### src/rtl/rd_pkg.sv
// Package for the record deframer: widths, header positions, register map
// and the result word type. No dependencies.
package rd_pkg;

    localparam int BYTE_W     = 8;
    localparam int LEN_W      = 16;
    localparam int IDX_W      = 3;
    localparam int CFG_ADDR_W = 3;
    localparam int CFG_DATA_W = 32;

    // Header byte positions; the body phase follows the last length byte.
    localparam logic [IDX_W-1:0] HDR_LEN_HIGH_POS = 3'd3;
    localparam logic [IDX_W-1:0] HDR_LEN_LOW_POS  = 3'd4;
    localparam logic [IDX_W-1:0] BODY_PHASE       = 3'd5;
    localparam logic [IDX_W-1:0] HDR_FIRST_POS    = 3'd0;

    localparam logic [LEN_W-1:0] MAX_BODY_RESET = 16'd16384;

    // Register index decoded from the word address bit.
    localparam logic REG_MAX_BODY_LENGTH = 1'b0;

    typedef struct packed {
        logic [BYTE_W-1:0] payload_byte;
        logic              first_of_frame;
        logic              last_of_frame;
        logic              empty_frame;
        logic [LEN_W-1:0]  frame_length;
        logic              protocol_error;
    } t_result;

endpackage

### src/rtl/rd_cfg.sv
// Configuration register block: APB-style write/read of max_body_length.
// Depends on rd_pkg.
module rd_cfg (
    input  logic                            i_clk,
    input  logic                            i_rst_n,
    input  logic                            psel,
    input  logic                            penable,
    input  logic                            pwrite,
    input  logic [rd_pkg::CFG_ADDR_W-1:0]   paddr,
    input  logic [rd_pkg::CFG_DATA_W-1:0]   pwdata,
    output logic [rd_pkg::CFG_DATA_W-1:0]   prdata,
    output logic                            pready,
    output logic [rd_pkg::LEN_W-1:0]        o_max_body_length
);
    import rd_pkg::*;

    logic [LEN_W-1:0] r_max_len;
    logic             w_sel_max;
    logic             w_wr;

    assign w_sel_max = (paddr[2] == REG_MAX_BODY_LENGTH);
    assign w_wr      = psel & penable & pwrite;

    always_ff @(posedge i_clk) begin
        if (!i_rst_n) begin
            r_max_len <= MAX_BODY_RESET;
        end else if (w_wr && w_sel_max) begin
            r_max_len <= pwdata[LEN_W-1:0];
        end
    end

    always_comb begin
        prdata = '0;
        if (w_sel_max) begin
            prdata = {{(CFG_DATA_W-LEN_W){1'b0}}, r_max_len};
        end
    end

    assign pready            = 1'b1;
    assign o_max_body_length = r_max_len;

endmodule

### src/rtl/rd_parse.sv
// Header parser and body counter: consumes one accepted wire byte per cycle
// and produces at most one result word. Depends on rd_pkg.
module rd_parse (
    input  logic                        i_clk,
    input  logic                        i_rst_n,
    input  logic                        i_take,
    input  logic [rd_pkg::BYTE_W-1:0]   i_rx_byte,
    input  logic [rd_pkg::LEN_W-1:0]    i_max_body_length,
    output logic                        o_res_push,
    output rd_pkg::t_result             o_res
);
    import rd_pkg::*;

    logic [IDX_W-1:0]  r_hdr_idx,  n_hdr_idx;
    logic [BYTE_W-1:0] r_len_high, n_len_high;
    logic [LEN_W-1:0]  r_body_len, n_body_len;
    logic [LEN_W-1:0]  r_remaining, n_remaining;
    logic              r_broken,   n_broken;
    logic [LEN_W-1:0]  w_len;
    logic [LEN_W-1:0]  w_rem_dec;

    assign w_len     = {r_len_high, i_rx_byte};
    assign w_rem_dec = (r_remaining != '0) ? LEN_W'(r_remaining - 16'd1) : r_remaining;

    always_comb begin
        n_hdr_idx   = r_hdr_idx;
        n_len_high  = r_len_high;
        n_body_len  = r_body_len;
        n_remaining = r_remaining;
        n_broken    = r_broken;
        o_res_push  = 1'b0;
        o_res       = '0;
        if (i_take && !r_broken) begin
            if (r_hdr_idx < HDR_LEN_HIGH_POS) begin
                n_hdr_idx = IDX_W'(r_hdr_idx + 3'd1);
            end else if (r_hdr_idx == HDR_LEN_HIGH_POS) begin
                n_len_high = i_rx_byte;
                n_hdr_idx  = HDR_LEN_LOW_POS;
            end else if (r_hdr_idx == HDR_LEN_LOW_POS) begin
                n_body_len = w_len;
                o_res.frame_length = w_len;
                if (w_len > i_max_body_length) begin
                    n_broken             = 1'b1;
                    n_hdr_idx            = HDR_FIRST_POS;
                    n_remaining          = '0;
                    o_res_push           = 1'b1;
                    o_res.protocol_error = 1'b1;
                end else if (w_len == '0) begin
                    n_hdr_idx            = HDR_FIRST_POS;
                    n_remaining          = '0;
                    o_res_push           = 1'b1;
                    o_res.first_of_frame = 1'b1;
                    o_res.last_of_frame  = 1'b1;
                    o_res.empty_frame    = 1'b1;
                end else begin
                    n_remaining = w_len;
                    n_hdr_idx   = BODY_PHASE;
                end
            end else begin
                n_remaining          = w_rem_dec;
                if (w_rem_dec == '0) begin
                    n_hdr_idx = HDR_FIRST_POS;
                end
                o_res_push           = 1'b1;
                o_res.payload_byte   = i_rx_byte;
                o_res.first_of_frame = (r_remaining == r_body_len);
                o_res.last_of_frame  = (r_remaining <= 16'd1);
                o_res.frame_length   = r_body_len;
            end
        end
    end

    always_ff @(posedge i_clk) begin
        if (!i_rst_n) begin
            r_hdr_idx   <= HDR_FIRST_POS;
            r_len_high  <= '0;
            r_body_len  <= '0;
            r_remaining <= '0;
            r_broken    <= 1'b0;
        end else begin
            r_hdr_idx   <= n_hdr_idx;
            r_len_high  <= n_len_high;
            r_body_len  <= n_body_len;
            r_remaining <= n_remaining;
            r_broken    <= n_broken;
        end
    end

`ifndef SYNTH
    a_broken_sticky: assert property (@(posedge i_clk) disable iff (!i_rst_n)
        r_broken |=> r_broken)
        else $error("stream error flag cleared without reset");
    a_idx_range: assert property (@(posedge i_clk) disable iff (!i_rst_n)
        r_hdr_idx <= BODY_PHASE)
        else $error("header index beyond body phase");
    a_rem_outside_body: assert property (@(posedge i_clk) disable iff (!i_rst_n)
        (r_hdr_idx != BODY_PHASE) |-> (r_remaining == '0))
        else $error("bytes remaining outside body phase");
    a_rem_in_body: assert property (@(posedge i_clk) disable iff (!i_rst_n)
        (r_hdr_idx == BODY_PHASE) |-> (r_remaining != '0 && r_remaining <= r_body_len))
        else $error("body counter out of range");
`endif

endmodule

### src/rtl/rd_outbuf.sv
// Result register with a skid stage so the input side keeps flowing while
// the receiver stalls, until both hold a word. Depends on rd_pkg.
module rd_outbuf (
    input  logic             i_clk,
    input  logic             i_rst_n,
    input  logic             i_push,
    input  rd_pkg::t_result  i_res,
    output logic             o_full,
    output logic             o_valid,
    input  logic             i_stall,
    output rd_pkg::t_result  o_res
);
    import rd_pkg::*;

    logic    r_out_valid;
    logic    r_skid_valid;
    t_result r_out;
    t_result r_skid;
    logic    w_pop;

    assign w_pop = r_out_valid & ~i_stall;

    always_ff @(posedge i_clk) begin
        if (!i_rst_n) begin
            r_out_valid  <= 1'b0;
            r_skid_valid <= 1'b0;
        end else if (!r_out_valid || w_pop) begin
            if (r_skid_valid) begin
                r_out_valid  <= 1'b1;
                r_skid_valid <= 1'b0;
            end else begin
                r_out_valid <= i_push;
            end
        end else if (i_push) begin
            r_skid_valid <= 1'b1;
        end
    end

    always_ff @(posedge i_clk) begin
        if (!r_out_valid || w_pop) begin
            r_out <= r_skid_valid ? r_skid : i_res;
        end else if (i_push) begin
            r_skid <= i_res;
        end
    end

    assign o_full  = r_skid_valid;
    assign o_valid = r_out_valid;
    assign o_res   = r_out;

`ifndef SYNTH
    a_skid_implies_out: assert property (@(posedge i_clk) disable iff (!i_rst_n)
        r_skid_valid |-> r_out_valid)
        else $error("skid word held with empty output register");
    a_no_push_when_full: assert property (@(posedge i_clk) disable iff (!i_rst_n)
        r_skid_valid |-> !i_push)
        else $error("result pushed into full buffer");
    a_skid_drains: assert property (@(posedge i_clk) disable iff (!i_rst_n)
        (r_skid_valid && w_pop) |=> (r_out_valid && !r_skid_valid))
        else $error("skid word not moved on pop");
`endif

endmodule

### src/rtl/record_deframer.sv
// Record deframer top level: splits a wire byte stream into record bodies.
// Depends on rd_pkg, rd_cfg, rd_parse and rd_outbuf.
// Input channel: one wire byte per word on i_rx_byte, taken at a clock edge
// with i_rx_valid high and o_rx_stall low. Output channel: one result word
// (body byte, first/last marks, empty flag, frame length, protocol error)
// taken at an edge with o_res_valid high and i_res_stall low.
// Each record opens with five header bytes; the first three are dropped
// unchecked, the last two give the big-endian body length. Header bytes
// give no word. Body bytes come out one for one; an empty record gives one
// word with empty_frame set. A length above max_body_length gives one
// word with protocol_error set, and every later byte is dropped until reset.
// Results are registered in the result register (skid stage if stalled).
// Throughput: one byte per cycle while o_rx_stall is low, set by the
// combinational header/counter step between input and result register.
// Stall: a result register plus a one-word skid stage hold results while
// the receiver stalls; o_rx_stall rises only once both are full.
// Reset (i_rst_n low, synchronous) empties both stages, clears the header
// position and the error flag, and sets max_body_length to 16384.
// max_body_length is written over the APB port at byte address 0; write it
// only while the block is idle.
module record_deframer (
    input  logic                            i_clk,
    input  logic                            i_rst_n,
    input  logic                            psel,
    input  logic                            penable,
    input  logic                            pwrite,
    input  logic [rd_pkg::CFG_ADDR_W-1:0]   paddr,
    input  logic [rd_pkg::CFG_DATA_W-1:0]   pwdata,
    output logic [rd_pkg::CFG_DATA_W-1:0]   prdata,
    output logic                            pready,
    input  logic                            i_rx_valid,
    output logic                            o_rx_stall,
    input  logic [rd_pkg::BYTE_W-1:0]       i_rx_byte,
    output logic                            o_res_valid,
    input  logic                            i_res_stall,
    output logic [rd_pkg::BYTE_W-1:0]       o_payload_byte,
    output logic                            o_first_of_frame,
    output logic                            o_last_of_frame,
    output logic                            o_empty_frame,
    output logic [rd_pkg::LEN_W-1:0]        o_frame_length,
    output logic                            o_protocol_error
);
    import rd_pkg::*;

    logic [LEN_W-1:0] w_max_len;
    logic             w_take;
    logic             w_push;
    logic             w_full;
    t_result          w_res;
    t_result          w_out;

    rd_cfg u_cfg (
        .i_clk             (i_clk),
        .i_rst_n           (i_rst_n),
        .psel              (psel),
        .penable           (penable),
        .pwrite            (pwrite),
        .paddr             (paddr),
        .pwdata            (pwdata),
        .prdata            (prdata),
        .pready            (pready),
        .o_max_body_length (w_max_len)
    );

    // Accept a byte whenever the skid stage has room.
    assign o_rx_stall = w_full;
    assign w_take     = i_rx_valid & ~w_full;

    rd_parse u_parse (
        .i_clk             (i_clk),
        .i_rst_n           (i_rst_n),
        .i_take            (w_take),
        .i_rx_byte         (i_rx_byte),
        .i_max_body_length (w_max_len),
        .o_res_push        (w_push),
        .o_res             (w_res)
    );

    rd_outbuf u_outbuf (
        .i_clk   (i_clk),
        .i_rst_n (i_rst_n),
        .i_push  (w_push),
        .i_res   (w_res),
        .o_full  (w_full),
        .o_valid (o_res_valid),
        .i_stall (i_res_stall),
        .o_res   (w_out)
    );

    assign o_payload_byte   = w_out.payload_byte;
    assign o_first_of_frame = w_out.first_of_frame;
    assign o_last_of_frame  = w_out.last_of_frame;
    assign o_empty_frame    = w_out.empty_frame;
    assign o_frame_length   = w_out.frame_length;
    assign o_protocol_error = w_out.protocol_error;

`ifndef SYNTH
    a_stall_only_when_waiting: assert property (@(posedge i_clk) disable iff (!i_rst_n)
        o_rx_stall |-> o_res_valid)
        else $error("input stalled with no result pending");
    a_error_alone: assert property (@(posedge i_clk) disable iff (!i_rst_n)
        (o_res_valid && o_protocol_error) |->
            (!o_first_of_frame && !o_last_of_frame && !o_empty_frame))
        else $error("error word carries frame marks");
    a_empty_marks: assert property (@(posedge i_clk) disable iff (!i_rst_n)
        (o_res_valid && o_empty_frame) |->
            (o_first_of_frame && o_last_of_frame && o_frame_length == '0))
        else $error("empty frame word malformed");
`endif

endmodule

### config.mk
export PLATFORM = sky130hd
export DESIGN_NAME = record_deframer
export DESIGN_NICKNAME = d
export VERILOG_FILES = /design/src/rtl/rd_pkg.sv /design/src/rtl/rd_cfg.sv /design/src/rtl/rd_parse.sv /design/src/rtl/rd_outbuf.sv /design/src/rtl/record_deframer.sv
export SDC_FILE = /design/constraint.sdc
export NUM_CORES = 1
export LEC_CHECK = 0
export ABC_AREA = 1
export BUFFER_PORTS_ARGS = -buffer_cell sky130_fd_sc_hd__buf_2
export CORE_MARGIN = 2
export CORE_UTILIZATION = 25
export CTS_BUF_LIST = sky130_fd_sc_hd__clkbuf_16
export DETAILED_ROUTE_END_ITERATION = 10
export SYNTH_ARGS = -nofsm -noshare
export SYNTH_HDL_FRONTEND = slang
export SYNTH_SLANG_ARGS = --single-unit
### constraint.sdc
create_clock -name i_clk -period 6.35 [get_ports i_clk]
set_input_delay 0.635 -clock i_clk [delete_from_list [all_inputs] [get_ports i_clk]]
set_output_delay 0.635 -clock i_clk [all_outputs]
set_load 0.05 [all_outputs]
==> results.md, run 1 <==
- Slew Viols, Final: 0
- First-pass GRT wire length: 25.05 mm
- Cts bufs inserted: 17
- P_sw: 819.4 uW
- Comb pwr share: 0.249
- CTS Buffer Depth: 2
- Initial antenna violation count: 3
- Reg-to-reg endpoint: u_outbuf.r_skid[6]
- Grt met1 use: 0.1585
- Post-layout util: 0.3044
- Fin. Hold Viols: 0
- # nets final: 930
- Final setup skew: 0.009349 ns
- Most frequent cell after synthesis: nand2_1
- # fillers: 2,631
- Synth area leaders: edfxtp_1, dfxtp_1, nand2_1, inv_1, o21ai_0
- Clock sink total: 118
- Hpwl dp: around 11 mm
- Htree depth: 4
- Clk pin slew, worst setup/hold paths: around 0.060 ns
- Most common flop cell mapped by yosys: dfxtp_1
- Clock Latency Late Sink: 0.42 ns
- Max-cap check violation count: 0
- Fmax achieved: between 0.3 and 0.4 GHz
- Clk pwr share: 0.390
- Routing usage on met3: 0.03287
- Largest net degree at the start of global routing: 45
- Slew Limit Headroom: 0.4585
- Mean Syn Cell Area: 7.792 um2
- YS warnings: 0
- Reg power frac: 0.362
- Critical path class: in2reg
- Die W: 161.1 um
- CTS Hold Buffers Added: 0
- Worst path required time: 6.44 ns
- Top cells by count, synth: nand2_1, inv_1, dfxtp_1, nor2_1, o21ai_0
- Final ANT Viol Nets: 0
- Worst Setup Start Kind: primary input
- IO Pins: 113
- R2R depth: 12
- Crit path time final: 2.911 ns
- Grt total ovfl: 0
- Die area: 0.02596 mm2
- Final setup fails: 0
- Worst Setup End Kind: flop
- Worst R2R Setup Slack: 3.45 ns
- Synth cell types: 42
- Wire per inst: ~13 um
- Port bufs: 77
- Number of synthesized flops with an enable pin: 56
- Share of the synthesized area in the top cell type: 0.2725
- Cell taking the most area after synthesis: edfxtp_1
- Crit path DAT: about 3 ns
- Initial core utilization: 0.2545
- Slew @ Worst Pin: approximately 0.8 ns
- Post-cts sizing count: 0
- Placed cell area: around 0.0068 mm2
- Switching Share: 0.3404
- CTS tree: yes
- Max VDD drop: around 0.00018 V
- Postcts setup bufs: 0
- Asr flop ratio synth: 0
- Leakage dissipation: approximately 3.4 nW
- Layout cells sized above 1: 0.1502
- Post-Route WL: 15.59 mm
- Tot Pwr: 2.407 mW
- Gr busiest metal: met2
- Netlist Area Pre-Place: 0.006171 mm2
- Area growth syn-to-layout: 19.63%
- Initial DRC count: 374
- Met2 usage: 0.1966
- Crit Path Max Fanout: 28
- PwrDens: roughly 330 mW/mm2
- Mapped Cells: 792
- Overall routing resource usage: 0.1227
- Vias in the first global route: roughly 4,800
- Period utilisation layout: 0.4584
- Reg-to-reg startpoint: u_parse.r_len_high[1]
- GP Congestion: 0.9109
- Min-Delay Endpoint: u_cfg.o_max_body_length[14]
- Yosys reg bits: 118
- Site Rows: 57
- Drc violations: 0
- Core area: 0.02425 mm2
- Outcome: completed
- Die Ht: 161.1 um
- Class of the worst hold path: in2reg
- Power Internal: 1.587 mW
- Sequential share of the synthesized area: 0.4736
- Hold Path Cell Cnt: 3
- Post-route cell area: 0.007382 mm2
- Vias per cell: 4.403
- DR pass1 iterations: 5
- Final setup TNS: 0 ns
- HP Start: pwdata[14]
- Via count: 5,270
- RSZ-0062 raised after global routing: no
- CTS Root Cell: clkbuf_16
==> worst max-delay path, stage by stage <==
cell and delay [ns]:
buf_2 0.17, ha_1 0.32, nand2_1 0.07, nor2_1 0.14
o21ai_0 0.11, nand2_1 0.07, nand2_1 0.04, nand2_1 0.05
nand2_1 0.46, nand3_1 0.33, nand3_1 0.14, nor2_2 0.10
buf_4 0.33
==> registers in the layout, indices dropped and copies added, names as in the netlist <==
register and count:
u_outbuf.o_full 1, u_parse.r_broken 1, u_parse.r_body_len 16, u_outbuf.o_res 28
u_parse.r_len_high 8, u_outbuf.r_skid 28, u_cfg.o_max_body_length 16, u_parse.r_remaining 16
u_outbuf.o_valid 1, u_parse.r_hdr_idx 3
==> worst max path at each step <==
stage                       from                 end  slack [ns]  cells past startpoint
finish              i_rx_byte[7]  u_outbuf.r_skid[6]        3.44                     13
global route        i_rx_byte[7]  u_outbuf.r_skid[6]        3.17                     13
CTS                 i_rx_byte[7]  u_outbuf.r_skid[6]        3.43                     13
detailed placement  i_rx_byte[7]  u_outbuf.r_skid[5]        2.99                     13
global placement    i_rx_byte[7]  u_outbuf.r_skid[6]        3.01                     13
floorplan           i_rx_byte[3]  u_outbuf.r_skid[0]        3.17                     11
==> stage by stage <==
| step | hold WS, ns | setup slack, ns | cells |
|---|---|---|---|
| after floorplan | 0.4352 | 3.166 | 807 |
| after global placement | 0.4475 | 3.006 | 1164 |
| after detailed placement | 0.4540 | 2.990 | 1164 |
| after CTS | 0.4301 | 3.434 | 1196 |
| after global routing | 0.4412 | 3.171 | 1196 |
| final | 0.4333 | 3.439 | 1197 |
==> per-layer routing <==
| layer | wire length [um] | vias up |
|---|---|---|
| li1 | - | 2708 |
| met1 | 7112 | 2390 |
| met2 | 7247 | 140 |
| met3 | 904 | 28 |
| met4 | 306 | 4 |
| met5 | 21 | - |
==> cells in the final DEF, fill, tap and decap left out, types with 9 or more instances in the layout <==
cell and instances:
a21oi_1 52, a31oi_1 13, buf_2 77, clkbuf_16 17, conb_1 17, dfxtp_1 62, edfxtp_1 56, ha_1 21
inv_1 91, nand2_1 211, nand3_1 49, nand4_1 9, nor2_1 56, nor3_1 16, o21ai_0 57
==> kinds of logic (layout without fill, tap and decap cells) <==
family / Yosys count / count (layout) / synth area share
adder cells (fa/ha/maj): 21 / 21 / 0.04258
other: 2 / 18 / 0.001217
XOR/XNOR: 4 / 4 / 0.005677
AND/OR/NAND/NOR: 358 / 358 / 0.2474
buffers and inverters: 145 / 210 / 0.1008
flip-flops: 118 / 118 / 0.4736
multiplexers: 1 / 1 / 0.001825
AO/OA/AOI/OAI: 143 / 143 / 0.1269
==> area by class of cell <==
class / instances / area [um2] / share of cell area
timing repair buffer: 83 / 430.4 / 0.05831
tap: 324 / 405.4 / 0.05492
clock buffer: 17 / 425.4 / 0.05763
sequential: 118 / 2923 / 0.3959
multi-input combinational: 544 / 2685 / 0.3637
antenna: 1 / 2.502 / 0.0003390
clock inverter: 15 / 153.9 / 0.02085
inverter: 95 / 356.6 / 0.04831
==> power by group through the flow <==
stage	sequential [mW]	combinational [mW]	clock [mW]
finish	0.871	0.599	0.938
global route	0.875	0.670	0.991
CTS	0.870	0.598	0.951
detailed placement	0.886	0.595	0
global placement	0.885	0.591	0
floorplan	0.931	0.436	0
No activity file was read; power rests on OpenSTA's default activity.
==> run 2: changes to the inputs <==
Settings changed: ABC_AREA 1 to 0.
Clock period 6.35 ns to 2.45 ns, I/O delays scaled along.
==> run 2 against run 1 <==
Net effect: the flow now finishes with violations (setup timing); critical path depth shrank 4; global-route usage grew 0.78 points; register-to-register slack lost 3.7 ns; combinational power grew to 7.7 times the previous value; count of clock-buffer cells in the layout is the same; via count shrank 4.8%; cell count shrank 7.5%; flip-flop and latch count is the same; clock skew grew 0.0034 ns.
==> results.md, run 2 <==
- Cts bufs inserted: 17
- HP Start: pwdata[14]
- Slack of the critical path: -0.2205 ns
- Clock Latency Late Sink: roughly 0.42 ns
- Top cells by count, synth: nand2_1, a21oi_1, dfxtp_1, edfxtp_1, nor2_1
- Clk pwr share: 0.271
- Cell Count, Final, Fillers Out: 1,107
- Mean Syn Cell Area: 9.483 um2
- Asr flop ratio synth: 0
- RSZ-0062 raised after global routing: yes
- Most frequent cells in the layout: nand2_1, buf_4, buf_2, dfxtp_1, edfxtp_1
- DR pass1 iterations: 4
- First-pass GRT wire length: 25.87 mm
- CP endpoint: u_outbuf.r_skid[16]
- Reg power frac: 0.249
- Drc violations: 0
- Hpwl dp: 12.05 mm
- R2R depth: 9
- Crit Path Max Fanout: 21
- WP depth: 9
- Post-layout util: 0.3410
- Synth area leaders: edfxtp_1, dfxtp_1, nand2_1, a21oi_1, ha_1
- Comb pwr share: 0.480
- Slew Limit Headroom: 0.5533
- Core area: 0.02354 mm2
- Die Ht: roughly 160 um
- Initial DRC count: 395
- Netlist Area Pre-Place: 0.006012 mm2
- Largest net degree at the start of global routing: 33
- Cell taking the most area after synthesis: edfxtp_1
- Max incr delay on CP: 0.58 ns
- Worst path bufs/invs: 2
- Leakage dissipation: 3.426 nW
- Htree depth: 4
- Clock sink total: 118
- Via count: 5,017
- CP max stage cell: or4_4
- Sequential share of the synthesized area: 0.4862
- PwrDens: 1194 mW/mm2
- # nets final: 846
- Port bufs: 77
- Die W: 159.1 um
- Yosys reg bits: 118
- Power Internal: 5.975 mW
- Vias in the first global route: 4,764
- CTS Root Cell: clkbuf_16
- Die area: around 0.025 mm2
- Crit path DAT: approximately 2.9 ns
- Placed insts: approximately 1,100
- Gr busiest metal: met2
- Final ANT Viol Nets: 0
- P_sw: 3.608 mW
- Clk pin slew, worst setup/hold paths: 0.05 ns
- Met2 usage: 0.1895
- CTS Buffer Depth: 2
- GP Congestion: 0.9559
- Class of the worst hold path: in2reg
- Synth cell types: 59
- CP startpoint: u_cfg.o_max_body_length[13]
- Site Rows: 56
- IO Pins: 113
- Grt met1 use: 0.1850
- WHS: ~0.063 ns
- Reg-to-reg startpoint: u_cfg.o_max_body_length[13]
- Routing usage on met3: 0.03933
- Grt total ovfl: 0
- Wire per inst: 14.95 um
- Mapped Cells: 634
- Overall routing resource usage: 0.1305
- Critical path class: reg2reg
- Share of the synthesized area in the top cell type: 0.2797
- Final setup skew: roughly 0.013 ns
- Worst Setup End Kind: flop
- Post-Route WL: 16.55 mm
- Max VDD drop: 0.0005994 V
- Fmax achieved: 0.3745 GHz
- Number of synthesized flops with an enable pin: 56
- Crit-path leading delay family: compound AO/OA/AOI/OAI gates
- Initial core utilization: 0.2554
- CTS tree: yes
- Most frequent cell after synthesis: nand2_1
- Outcome: finished with violations
- Max-cap check violation count: 0
- Switching Share: 0.3765
- Worst Setup Start Kind: flop
- YS warnings: 0
- Period utilisation layout: 1.090
- Crit path time final: 2.671 ns
- Most common flop cell mapped by yosys: dfxtp_1
- Worst path required time: 2.63 ns
- Area growth syn-to-layout: 33.53%
- Place WS: -0.2589 ns
- Worst R2R Setup Slack: -0.22 ns
- Crit-path cells: inv_2, ha_4, a21o_1, a21o_1, a2111o_1, or4_4, a21oi_4, nor3_4, buf_12
- Fin. Hold Viols: 0
- Reg-to-reg endpoint: u_outbuf.r_skid[16]
- Initial antenna violation count: 0
- Failing checks: setup timing
- # diodes: 0
- Crit-path most repeated cell: a21o_1
- Layout cells sized above 1: 0.2982
- Slew Viols, Final: 0
- CTS Hold Buffers Added: 0
- Final setup fails: 56
- Final setup TNS: -9.336 ns
- Vias per cell: 4.532
- Slew @ Worst Pin: 0.6665 ns
run 2: power by group through the flow:
stage | Combinational (mW) | Sequential (mW) | Clock (mW)
6_report | 4.60 | 2.38 | 2.60
5_1_grt | 4.97 | 2.41 | 2.72
4_1_cts | 4.15 | 2.37 | 2.64
3_5_place_dp | 4.06 | 2.41 | 0
3_3_place_gp | 4.04 | 2.41 | 0
2_1_floorplan | 2.42 | 2.66 | 0
run 2: routing by layer:
layer,up-vias,wire (um),part of all wire
met5,-,0,0
met4,0,173,0.010
li1,2492,-,-
met1,2321,8082,0.49
met3,14,1335,0.081
met2,190,6962,0.42
run 2: timing repair:
action	CTS	global route
pin swaps	12	6
resized for setup	9	28
setup endpoints to repair	56	57
buffers inserted	1	8
run 2: area by class of cell:
class | instances | area [um2]
multi-input combinational | 449 | 2929
tap | 319 | 399.1
fill | 2460 | 15510
clock inverter | 15 | 188.9
sequential | 118 | 2933
timing repair buffer | 163 | 1055
clock buffer | 17 | 425.4
inverter | 26 | 97.59
run 2: cells by family after synthesis:
group / Yosys count / synth area share
muxes: 11 / 0.01831
buffers and inverters: 82 / 0.06472
xor gates and xnor gates: 19 / 0.02768
and+or+nand+nor: 213 / 0.1784
adders and majority gates: 21 / 0.04370
DFF: 118 / 0.4862
AOI/OAI and AO/OA: 168 / 0.1798
other: 2 / 0.001249
run 2: how the worst min path moves through the flow:
stage	cells past startpoint	end	slack, ns
after global routing	3	u_cfg.o_max_body_length[14]	0.06
after detailed placement	2	u_cfg.o_max_body_length[5]	0.46
after floorplan	2	u_cfg.o_max_body_length[13]	0.38
final	3	u_cfg.o_max_body_length[14]	0.06
after CTS	3	u_cfg.o_max_body_length[14]	0.05
after global placement	2	u_cfg.o_max_body_length[9]	0.45
run 2: worst min-delay path, cell delays in order:
cell      delay [ns]
buf_2           0.08
nand2_1         0.05
o211ai_1        0.08
run 2: metrics by stage:
step / power (mW) / area, um2
6_report: 9.584 / 8028
5_1_grt: 10.10 / 8028
4_1_cts: 9.163 / 7845
3_5_place_dp: 6.470 / 7188
3_3_place_gp: 6.450 / 7188
2_1_floorplan: 5.077 / 6108
==> run 3: changes to the inputs <==
--- a/config.mk
+++ b/config.mk
@@ -10,5 +10,6 @@
 export CORE_MARGIN = 2
-export CORE_UTILIZATION = 25
+export CORE_UTILIZATION = 50
 export CTS_BUF_LIST = sky130_fd_sc_hd__clkbuf_16
 export DETAILED_ROUTE_END_ITERATION = 10
+export PLACE_DENSITY = 0.76
 export SYNTH_ARGS = -nofsm -noshare
--- a/constraint.sdc
+++ b/constraint.sdc
@@ -3,2 +3,2 @@
 set_output_delay 0.245 -clock i_clk [all_outputs]
-set_load 0.05 [all_outputs]
+set_load 0.1 [all_outputs]
==> run 3 against run 2 <==
Net effect: the flow still finishes with violations (setup timing); maximum frequency down 1.3%; cell count decreased by 16%; critical path depth decreased by 1; wire length is 2.1% lower; sequential share of layout area increased by 1.5 points.
==> results.md, run 3 (synthesis gave the netlist of run 2 again) <==
- Slew @ Worst Pin: roughly 0.62 ns
- GP Congestion: about 0.94
- Post-Route WL: 16.21 mm
- Crit path DAT: about 3 ns
- Period utilisation layout: 1.105
- Overall routing resource usage: 0.2513
- Hpwl dp: 11.37 mm
- Clk pin slew, worst setup/hold paths: roughly 0.060 ns
- Grt met1 use: 0.3200
- Routing usage on met3: 0.04995
- Port bufs: 77
- Max-cap check violation count: 0
- RSZ-0062 raised after global routing: yes
- Layout cells sized above 1: 0.2935
- Most common cell after layout, fill and taps aside: nand2_1
- CP endpoint: u_outbuf.r_skid[17]
- Worst Setup Start Kind: flop
- Final ANT Viol Nets: 0
- Grt total ovfl: 0
- R2R depth: 8
- Placed insts: 893
- Reg-to-reg startpoint: u_parse.r_len_high[5]
- CTS Root Cell: clkbuf_16
- Via count: 5,243
- Slew Limit Headroom: 0.5830
- Failing checks: setup timing
- PwrDens: 1240 mW/mm2
- Vias per cell: roughly 5.6
- Crit Path Max Fanout: 3
- Wire per inst: 17.35 um
- Leakage dissipation: 3.396 nW
- Reg-to-reg endpoint: u_outbuf.r_skid[17]
- Critical path class: reg2reg
- Die W: roughly 110 um
- Initial DRC count: slightly below 500
- Crit path time final: 2.707 ns
- Hold Path Cell Cnt: 3
- Clock sink total: 118
- Die Ht: between 100 and 150 um
- Initial core utilization: 0.5069
- IO Pins: 113
- CTS Hold Buffers Added: 0
- CTS tree: yes
- # nets final: 845
- Slew Viols, Final: 0
- Worst Setup End Kind: flop
- Largest net degree at the start of global routing: 35
- Met2 usage: 0.4204
- Area growth syn-to-layout: 28.43%
- Tot Pwr: about 9.6 mW
- CTS Buffer Depth: 2
- CP startpoint: u_parse.r_len_high[5]
- Max VDD drop: ~0.00063 V
- Htree depth: 4
- Slack of the critical path: -0.2565 ns
- Die area: 0.01292 mm2
- Clock Latency Late Sink: approximately 0.42 ns
- Class of the worst hold path: in2reg
- # diodes: 0
- First-pass GRT wire length: 25.27 mm
- # fillers: 935
- Fin. Hold Viols: 0
- Drc violations: 0
- Initial antenna violation count: 0
- Outcome: finished with violations
- Worst path required time: 2.74 ns
- Final setup skew: between 0.007 and 0.008 ns
- Most frequent cells in the layout: nand2_1, buf_2, buf_4, a21oi_1, edfxtp_1
- Cell Count, Final, Fillers Out: 934
- Vias in the first global route: 5,089
- Fmax achieved: 0.3695 GHz
- Site Rows: 40
- Cts bufs inserted: 17
- Gr busiest metal: met2
- DR pass1 iterations: 5
- Core area: 0.01186 mm2
- Worst R2R Setup Slack: -0.26 ns
- Final setup fails: 56
-- run 3: changes by cell type in the layout (fill, tap and decap cells not counted), moves of 2 or more --
cell and change:
clkinv_2 +6, a21oi_1 +2, a21oi_2 -2, buf_4 -5
buf_6 +2, clkinv_4 -2, bufinv_16 -3, clkinv_1 +2
-- run 3: how the worst min path moves through the flow --
stage | from | to | slack (ns)
2_1_floorplan | pwdata[13] | u_cfg.o_max_body_length[13] | 0.38
5_1_grt | pwdata[14] | u_cfg.o_max_body_length[14] | 0.07
4_1_cts | pwdata[14] | u_cfg.o_max_body_length[14] | 0.03
3_5_place_dp | u_cfg.o_max_body_length[5] | u_cfg.o_max_body_length[5] | 0.46
6_report | pwdata[14] | u_cfg.o_max_body_length[14] | 0.05
3_3_place_gp | u_cfg.o_max_body_length[8] | u_cfg.o_max_body_length[8] | 0.45
-- run 3: area by class of cell --
type	instances	area (um2)	share of cell area
Clock buffer	17	425.4	0.05510
Sequential cell	118	2934	0.3800
Tap cell	147	183.9	0.02382
Clock inverter	15	98.84	0.01280
Multi-Input combinational cell	449	2897	0.3751
Inverter	26	97.59	0.01264
Timing Repair Buffer	162	1085	0.1405
-- run 3: timing repair --
item	CTS	global route
gates resized for setup	14	19
cloned	1	1
pin swaps	19	12
buffers inserted	3	6
endpoints found under the setup margin	57	57
-- run 3: routing by layer --
layer	vias up	share of wire
li1	2493	-
met1	2476	0.42
met2	240	0.48
met3	34	0.078
met4	0	0.028
met5	-	0
-- run 3: where the power goes --
part | internal (mW) | leakage (nW) | switching (mW)
combinational | 1.97 | 2.06 | 3.00
sequential | 2.26 | 1.07 | 0.127
clock | 1.35 | 0.267 | 0.860
total | 5.58 | 3.40 | 3.99
-- run 3: worst max-delay path, stage by stage (launching register included) --
cell and delay [ns]:
dfxtp_4 0.35, ha_4 0.24, a21o_1 0.15, a21o_1 0.15
a2111o_1 0.41, or4_4 0.60, a211o_1 0.35, or2_1 0.27
inv_1 0.06
-- run 3: through the flow --
stage	utilization	hold slack [ns]	setup TNS (ns)	area, um2	worst slack (ns)
3_5_place_dp	0.5887	0.4585	-11.64	6983	-0.3090
4_1_cts	0.6409	0.03495	-8.402	7602	-0.2410
3_3_place_gp	0.5887	0.4502	-7.517	6983	-0.2230
2_1_floorplan	-	0.3823	-6.078	6113	-0.2021
5_1_grt	0.6509	0.06956	-15.23	7721	-0.3261
6_report	0.6509	0.04914	-10.94	7721	-0.2565
